$ cat src/hdl/ocvsoc_pkg.sv
// ----------------------------------------------------------------------------
// ocvsoc_pkg
// Shared types, constants and the open-circuit-voltage table for the
// state-of-charge lookup.
// ----------------------------------------------------------------------------
package ocvsoc_pkg;

    localparam int ENTRY_W  = 13;   // widest table voltage is 4190 mV
    localparam int IDX_W    = 8;    // scan index covers up to 256 entries
    localparam int VOLT_W   = 16;
    localparam int SOC_W    = 10;
    localparam int ALU_W    = 17;   // holds (v - lo) * 10
    localparam int QUO_W    = 4;    // fraction is 0..9
    localparam int ROM_LEN  = 101;
    localparam int ROM_AW   = 7;

    typedef logic [ENTRY_W-1:0] entry_t;
    typedef logic [IDX_W-1:0]   idx_t;
    typedef logic [SOC_W-1:0]   soc_t;
    typedef logic [ALU_W-1:0]   alu_t;

    localparam soc_t   FULL_PERMILLE = 10'd1000;
    localparam soc_t   EMPTY_PERMILLE = 10'd0;
    localparam idx_t   TOP_PERCENT   = 8'd100;
    localparam entry_t EMPTY_MV      = 13'd3200;

    // Open-circuit voltage per percent, 100 % first.
    localparam entry_t OCV_ROM [ROM_LEN] = '{
        13'd4190, 13'd4174, 13'd4162, 13'd4152, 13'd4142,
        13'd4132, 13'd4123, 13'd4113, 13'd4104, 13'd4094,
        13'd4086, 13'd4079, 13'd4074, 13'd4069, 13'd4062,
        13'd4050, 13'd4031, 13'd4013, 13'd3999, 13'd3988,
        13'd3979, 13'd3972, 13'd3966, 13'd3961, 13'd3957,
        13'd3953, 13'd3949, 13'd3943, 13'd3938, 13'd3931,
        13'd3925, 13'd3918, 13'd3912, 13'd3905, 13'd3898,
        13'd3891, 13'd3884, 13'd3876, 13'd3869, 13'd3861,
        13'd3854, 13'd3847, 13'd3841, 13'd3835, 13'd3830,
        13'd3826, 13'd3821, 13'd3817, 13'd3812, 13'd3809,
        13'd3806, 13'd3802, 13'd3799, 13'd3796, 13'd3793,
        13'd3790, 13'd3787, 13'd3785, 13'd3783, 13'd3781,
        13'd3778, 13'd3776, 13'd3774, 13'd3772, 13'd3770,
        13'd3768, 13'd3767, 13'd3765, 13'd3764, 13'd3762,
        13'd3760, 13'd3758, 13'd3756, 13'd3754, 13'd3751,
        13'd3748, 13'd3744, 13'd3741, 13'd3738, 13'd3735,
        13'd3731, 13'd3727, 13'd3721, 13'd3715, 13'd3710,
        13'd3705, 13'd3699, 13'd3691, 13'd3686, 13'd3684,
        13'd3683, 13'd3681, 13'd3679, 13'd3675, 13'd3666,
        13'd3636, 13'd3591, 13'd3532, 13'd3454, 13'd3335,
        13'd3200
    };

    // Entries past the stored table read as the empty voltage.
    function automatic entry_t ocv_entry(input idx_t idx);
        entry_t val;
        val = EMPTY_MV;
        if (idx < IDX_W'(ROM_LEN))
        begin
            val = OCV_ROM[idx[ROM_AW-1:0]];
        end
        return val;
    endfunction

endpackage

$ cat src/hdl/ocv_soc_table_interpolator_top.sv
// ----------------------------------------------------------------------------
// ocv_soc_table_interpolator_top
// Cell voltage to state of charge by table scan and linear interpolation.
// ----------------------------------------------------------------------------
//
//  channel   ports                      handshake
//  --------  -------------------------  ---------------------------------
//  input     cell_voltage_mv[15:0]      beat taken when start && !busy
//  result    charge_permille[9:0]       one-cycle beat marked by done
//
//  Sequence: a voltage at or above full or at or below empty is settled by
//  the full and empty compares alone. Otherwise the scan stops at table
//  index i (at most 100 for the 101-entry table), then span, difference,
//  the 4-step restoring divide and the final sum follow. The scan takes one
//  entry per cycle; scan and divide both run on the one shared subtractor.
//  busy is high from the cycle after the input beat until done rises;
//  a new start is taken in the cycle done is shown.
//  Reset (rst_n low, asynchronous) returns the sequencer to idle and
//  drops done. The receiver cannot stall: each result is shown once.
//
module ocv_soc_table_interpolator_top
    import ocvsoc_pkg::*;
#(
    parameter int TABLE_ENTRIES = 101   // entries used by the scan, 2..256
)
(
    input  logic                clk,
    input  logic                rst_n,
    input  logic                start,
    output logic                busy,
    input  logic [VOLT_W-1:0]   cell_voltage_mv,
    output logic                done,
    output logic [SOC_W-1:0]    charge_permille
);

    // The last used entry is the empty point.
    localparam idx_t LAST_IDX = IDX_W'(TABLE_ENTRIES - 1);

    // Sequencer codes
    localparam logic [2:0] S_IDLE  = 3'd0;
    localparam logic [2:0] S_FULL  = 3'd1;  // v >= first entry ?
    localparam logic [2:0] S_EMPTY = 3'd2;  // last entry >= v ?
    localparam logic [2:0] S_SCAN  = 3'd3;  // walk down until entry <= v
    localparam logic [2:0] S_SPAN  = 3'd4;  // hi - lo
    localparam logic [2:0] S_DIFF  = 3'd5;  // (v - lo) * 10
    localparam logic [2:0] S_DIV   = 3'd6;  // one quotient bit per cycle
    localparam logic [2:0] S_FINAL = 3'd7;  // percent * 10 + fraction

    logic [2:0]          state_reg, state_next;
    logic [VOLT_W-1:0]   volt_reg, volt_next;
    idx_t                idx_reg, idx_next;
    entry_t              span_reg, span_next;
    alu_t                rem_reg, rem_next;
    logic [QUO_W-1:0]    quo_reg, quo_next;
    logic [1:0]          bit_reg, bit_next;
    logic                done_reg, done_next;
    soc_t                soc_reg, soc_next;

    // Shared subtractor: the voltage compares, differences and divide steps run here.
    alu_t                alu_a, alu_b;
    logic [ALU_W:0]      alu_diff;
    logic                alu_ge;

    entry_t              rom_cur, rom_prev;
    alu_t                diff_x10;
    idx_t                pct;
    soc_t                pct_x10;

    assign rom_cur  = ocv_entry(idx_reg);
    assign rom_prev = ocv_entry(idx_reg - 1'b1);

    assign alu_diff = {1'b0, alu_a} - {1'b0, alu_b};
    assign alu_ge   = ~alu_diff[ALU_W];

    // (v - lo) * 10 as two shifted adds; v - lo is below the span, so 13 bits.
    assign diff_x10 = {alu_diff[ALU_W-4:0], 3'b000} + {alu_diff[ALU_W-2:0], 1'b0};

    // With 101 entries the scan stops at index 1..100; a higher index gives zero.
    // So the percent term is 0..99 and the result stays at or below 999.
    assign pct     = (idx_reg <= TOP_PERCENT) ? (TOP_PERCENT - idx_reg) : '0;
    assign pct_x10 = {pct[6:0], 3'b000} + {2'b00, pct[6:0], 1'b0};

    // Operand select for the shared subtractor
    always_comb
    begin
        alu_a = '0;
        alu_b = '0;
        case (state_reg)
            S_FULL:
            begin
                alu_a = ALU_W'(volt_reg);
                alu_b = ALU_W'(ocv_entry('0));
            end
            S_EMPTY:
            begin
                alu_a = ALU_W'(ocv_entry(LAST_IDX));
                alu_b = ALU_W'(volt_reg);
            end
            S_SCAN, S_DIFF:
            begin
                alu_a = ALU_W'(volt_reg);
                alu_b = ALU_W'(rom_cur);
            end
            S_SPAN:
            begin
                alu_a = ALU_W'(rom_prev);
                alu_b = ALU_W'(rom_cur);
            end
            S_DIV:
            begin
                alu_a = rem_reg;
                alu_b = ALU_W'(span_reg) << bit_reg;
            end
            default:
            begin
                alu_a = '0;
                alu_b = '0;
            end
        endcase
    end

    // Sequencer
    always_comb
    begin
        state_next = state_reg;
        volt_next  = volt_reg;
        idx_next   = idx_reg;
        span_next  = span_reg;
        rem_next   = rem_reg;
        quo_next   = quo_reg;
        bit_next   = bit_reg;
        done_next  = 1'b0;
        soc_next   = soc_reg;
        case (state_reg)
            S_IDLE:
            begin
                if (start)
                begin
                    volt_next  = cell_voltage_mv;
                    state_next = S_FULL;
                end
            end
            S_FULL:
            begin
                if (alu_ge)
                begin
                    soc_next   = FULL_PERMILLE;
                    done_next  = 1'b1;
                    state_next = S_IDLE;
                end
                else
                begin
                    state_next = S_EMPTY;
                end
            end
            S_EMPTY:
            begin
                if (alu_ge)
                begin
                    soc_next   = EMPTY_PERMILLE;
                    done_next  = 1'b1;
                    state_next = S_IDLE;
                end
                else
                begin
                    idx_next   = idx_t'(1);
                    state_next = S_SCAN;
                end
            end
            S_SCAN:
            begin
                // Advance while the entry is still above the voltage.
                if ((idx_reg < LAST_IDX) && !alu_ge)
                begin
                    idx_next = idx_reg + 1'b1;
                end
                else
                begin
                    state_next = S_SPAN;
                end
            end
            S_SPAN:
            begin
                span_next = alu_diff[ENTRY_W-1:0];
                quo_next  = '0;
                // Zero or negative span gives a zero fraction.
                if (!alu_ge || (alu_diff[ALU_W-1:0] == '0))
                begin
                    state_next = S_FINAL;
                end
                else
                begin
                    state_next = S_DIFF;
                end
            end
            S_DIFF:
            begin
                rem_next   = diff_x10;
                bit_next   = 2'd3;
                state_next = S_DIV;
            end
            S_DIV:
            begin
                if (alu_ge)
                begin
                    rem_next = alu_diff[ALU_W-1:0];
                end
                quo_next = {quo_reg[QUO_W-2:0], alu_ge};
                bit_next = bit_reg - 1'b1;
                if (bit_reg == 2'd0)
                begin
                    state_next = S_FINAL;
                end
            end
            S_FINAL:
            begin
                soc_next   = pct_x10 + SOC_W'(quo_reg);
                done_next  = 1'b1;
                state_next = S_IDLE;
            end
            default:
            begin
                state_next = S_IDLE;
            end
        endcase
    end

    // Control state
    always_ff @(posedge clk or negedge rst_n)
    begin
        if (!rst_n)
        begin
            state_reg <= S_IDLE;
            done_reg  <= 1'b0;
        end
        else
        begin
            state_reg <= state_next;
            done_reg  <= done_next;
        end
    end

    // Datapath, no reset needed
    always_ff @(posedge clk)
    begin
        volt_reg <= volt_next;
        idx_reg  <= idx_next;
        span_reg <= span_next;
        rem_reg  <= rem_next;
        quo_reg  <= quo_next;
        bit_reg  <= bit_next;
        soc_reg  <= soc_next;
    end

    assign busy            = (state_reg != S_IDLE);
    assign done            = done_reg;
    assign charge_permille = soc_reg;

    // Checks
    a_done_idle: assert property (@(posedge clk) disable iff (!rst_n)
        done |-> !busy)
        else $error("result beat while sequencer busy");

    a_start_busy: assert property (@(posedge clk) disable iff (!rst_n)
        (start && !busy) |=> busy)
        else $error("input beat did not start the sequencer");

    a_soc_range: assert property (@(posedge clk) disable iff (!rst_n)
        done |-> (charge_permille <= FULL_PERMILLE))
        else $error("state of charge out of range");

    a_scan_idx: assert property (@(posedge clk) disable iff (!rst_n)
        (state_reg == S_SCAN) |-> ((idx_reg != '0) && (idx_reg <= LAST_IDX)))
        else $error("scan index outside the table");

    a_div_quo: assert property (@(posedge clk) disable iff (!rst_n)
        (state_reg == S_FINAL) |-> (quo_reg <= 4'd9))
        else $error("interpolation fraction above nine");

endmodule
$ cat config.mk
export PLATFORM = sky130hd
export DESIGN_NAME = ocv_soc_table_interpolator_top
export DESIGN_NICKNAME = d
export VERILOG_FILES = /design/src/hdl/ocvsoc_pkg.sv /design/src/hdl/ocv_soc_table_interpolator_top.sv
export SDC_FILE = /design/constraint.sdc
export NUM_CORES = 1
export LEC_CHECK = 0
export BUFFER_PORTS_ARGS = -buffer_cell sky130_fd_sc_hd__buf_2
export CELL_PAD_IN_SITES_DETAIL_PLACEMENT = 1
export CELL_PAD_IN_SITES_GLOBAL_PLACEMENT = 1
export CORE_ASPECT_RATIO = 2
export CORE_UTILIZATION = 49
export DETAILED_ROUTE_END_ITERATION = 6
export PLACE_DENSITY = 0.83
export SYNTH_ARGS = -nofsm -noshare
export SYNTH_HDL_FRONTEND = slang
export SYNTH_SLANG_ARGS = --single-unit
export TNS_END_PERCENT = 50
$ cat constraint.sdc
create_clock -name clk -period 8.1 [get_ports clk]
set_clock_uncertainty 0.15 [all_clocks]
set_input_delay 1.215 -clock clk [delete_from_list [all_inputs] [get_ports clk]]
set_output_delay 1.215 -clock clk [all_outputs]
set_load 0.02 [all_outputs]
==> metrics <==
run status=complete, no violations; min-delay worst type=register to register; crit path max fanout=19; routed wire length=31.9 mm; row count=67; Hold EP=charge_permille[0]; TritonRoute pass-1 iters=5; Synth area leaders=edfxtp_1 (25%), ha_1 (10%), a21oi_1 (5.8%); final worst path period share=93.8%; CTS H-tree lvls=3; simple-gate area share of the yosys netlist=17.2%; main combinational cell family by area after synthesis=compound AO/OA/AOI/OAI gates; Max Clk Rate=132 MHz; reg2reg start=idx_reg[1]; critical path's largest stage delay=0.66 ns; Compound-Gate Fraction of Synth Area=30.0%; final hold violations=0; layout overhead on the synthesized area=8.32%; antenna viol nets, final=0; #FFs+latches synth=74; antenna cells=0; reg2reg end=rem_reg[16]; Initial Utilization=49.9%; first-pass GRT wire length=49.9 mm; clk buf depth=2; final setup violation count=0; GRT Overall Usage=37.6%; I/O pin cnt=31; multi-input logic area=5760 um2; Worst path slowest cell=nor4_1; GPL Wtd Cong=1.02; Top delay family on crit path=compound AO/OA/AOI/OAI gates; NumNets Final=1120; number of synthesized flops with an enable pin=70; required time worst endpoint=8.05 ns; clk_lat worst skew=0.36 ns; total of max-cap violations=0; Die W=94.4 um; CP arrival=7.55 ns; Worst R2R Path Depth=25; kind of end point of the critical path=register; clk slew on worst S/H paths=0.07 ns; Worst Max-Slew Pin Slew=0.933 ns; synthesized instance count=1035; share of layout cells above drive strength 1=10.8%; mux cell area share after synthesis=5.50%; commonest non-fill, non-tap cells in the layout=nand2_1 (104), nor2_1 (103), a21oi_1 (96); die area=17600 um2; via count=8676; vias per cell=7.00; Num CTS Buffers=9; worst hold path startpoint=quo_reg[0]; Synth top area share=25.1%; Worst Hold Path Cells=1; RSZ-0062 raised after global routing=no; FF-to-FF setup slack=0.50 ns; Largest register FFs=17; slew margin rel.=37.8%; syn avg cell area=8.09 um2; Iter 0 DRT Violations=634; critical path buffer and inverter count=3; Post-Synth XOR/XNOR Area=4.18%; GR Overflow Total=0; Slew Viols, Final=0; clock tree root buffer cell=clkbuf_16; most common cell after layout, fill and taps aside=nand2_1; fin crit period=7.60 ns; vias in the first global route=9114; sequential cell area=2200 um2; dpl hpwl=23.9 mm; DRC Markers=0; initial antenna violation count=0; Routed wire per std cell=25.7 um; cell count after placement=1224; Seq/Total Area, Yosys=26.3%; Post-Layout Cell Count=1240; Die H=187 um; Worst Path Class, Setup=register to register; fill count=2060; CTS tree=yes; CP Launch Type=register; main flop type after synthesis=edfxtp_1; syn_nets=1127; FFs w/ async S/R, synth=5.41%; IO Port Bufs=30; total negative slack=0 ns; Cell Area, Synth=8370 um2; synth warn=0; fraction of the mapped netlist area in adder cells=11.3%; largest net degree at the start of global routing=53; core footprint=16800 um2; clock sink total=74; area leader, netlist=edfxtp_1; Netlist cell types=84
synthesized netlist by cell type (12+ instances only):
master / n
o21ai_0: 86
xor2_1: 15
nand2_1: 104
a21oi_1: 97
xnor2_1: 25
a21o_1: 12
ha_1: 69
clkbuf_1: 54
buf_2: 12
mux2i_1: 28
o211ai_1: 13
nor3_1: 28
inv_1: 29
and2_1: 12
nor2_1: 103
a31oi_1: 20
edfxtp_1: 70
a211oi_1: 20
nand3_1: 19
cell families after synthesis:
group           Yosys count
simple gates            318
buf+inv                 113
fa+ha+maj                73
compound gates          379
xor+xnor                 40
flops                    74
mux                      38
cell type report:
cell class                      count  share of cell area (%)
Clock buffer                       10                    2.64
Clock inverter                      6                    1.08
Sequential cell                    74                    24.3
Multi-Input combinational cell    848                    63.5
Tap cell                          207                    2.86
Timing Repair Buffer               61                    4.22
Inverter                           34                    1.41
worst max-delay path by stage:
stage / cells after the start / startpoint / to
floorplan: 28 / idx_reg[1] / rem_reg[15]
global placement: 27 / idx_reg[1] / rem_reg[16]
detailed placement: 27 / idx_reg[1] / rem_reg[16]
CTS: 24 / idx_reg[1] / rem_reg[16]
global route: 25 / idx_reg[1] / rem_reg[16]
finish: 25 / idx_reg[1] / rem_reg[16]
layer usage:
layer  GRT usage, %  vias to the layer above  wire length, um
met5              0                        -                0
met1           35.8                     4286            10700
met4           30.8                        0             2700
li1               -                     3878                -
met2           67.9                      332            17200
met3           5.85                      180             1250
per-stage QoR:
stage                     hold slack (ns)  utilization [%]  instance area, um2  worst slack, ns
final                               0.437             54.1                9070            0.504
after global routing                0.460             54.1                9070            0.131
after CTS                           0.437             54.0                9050            0.572
after detailed placement            0.408             51.9                8710            0.633
after global placement              0.405             51.9                8710            0.653
after floorplan                     0.365                -                8370             1.50
worst reg2reg max path, cell delays in order, from the launching register on:
cell,delay [ns]
edfxtp_1,0.36
buf_4,0.22
inv_1,0.31
ha_1,0.38
nand2b_1,0.33
xnor2_4,0.45
buf_4,0.35
nand2_1,0.15
a311oi_1,0.50
a311oi_1,0.10
nor3_1,0.16
a311oi_1,0.09
a221o_1,0.31
ha_1,0.29
nor4_1,0.66
a211oi_1,0.25
o21a_1,0.24
nor2_1,0.34
ha_1,0.38
o2111a_1,0.17
a221oi_1,0.48
a21oi_1,0.21
nand4_1,0.14
nand4b_1,0.11
xnor2_1,0.15
mux2i_1,0.09
repair_timing:
item / 4_1_cts / 5_1_grt
gates resized for setup: 0 / 2
setup endpoints to repair: 0 / 1
hold buffers: 0 / 0
setup buffers: 0 / 0
Power is left out: the tool's default activity adds up to more than one toggle a clock period on the data nets, which glitch-free logic cannot reach.
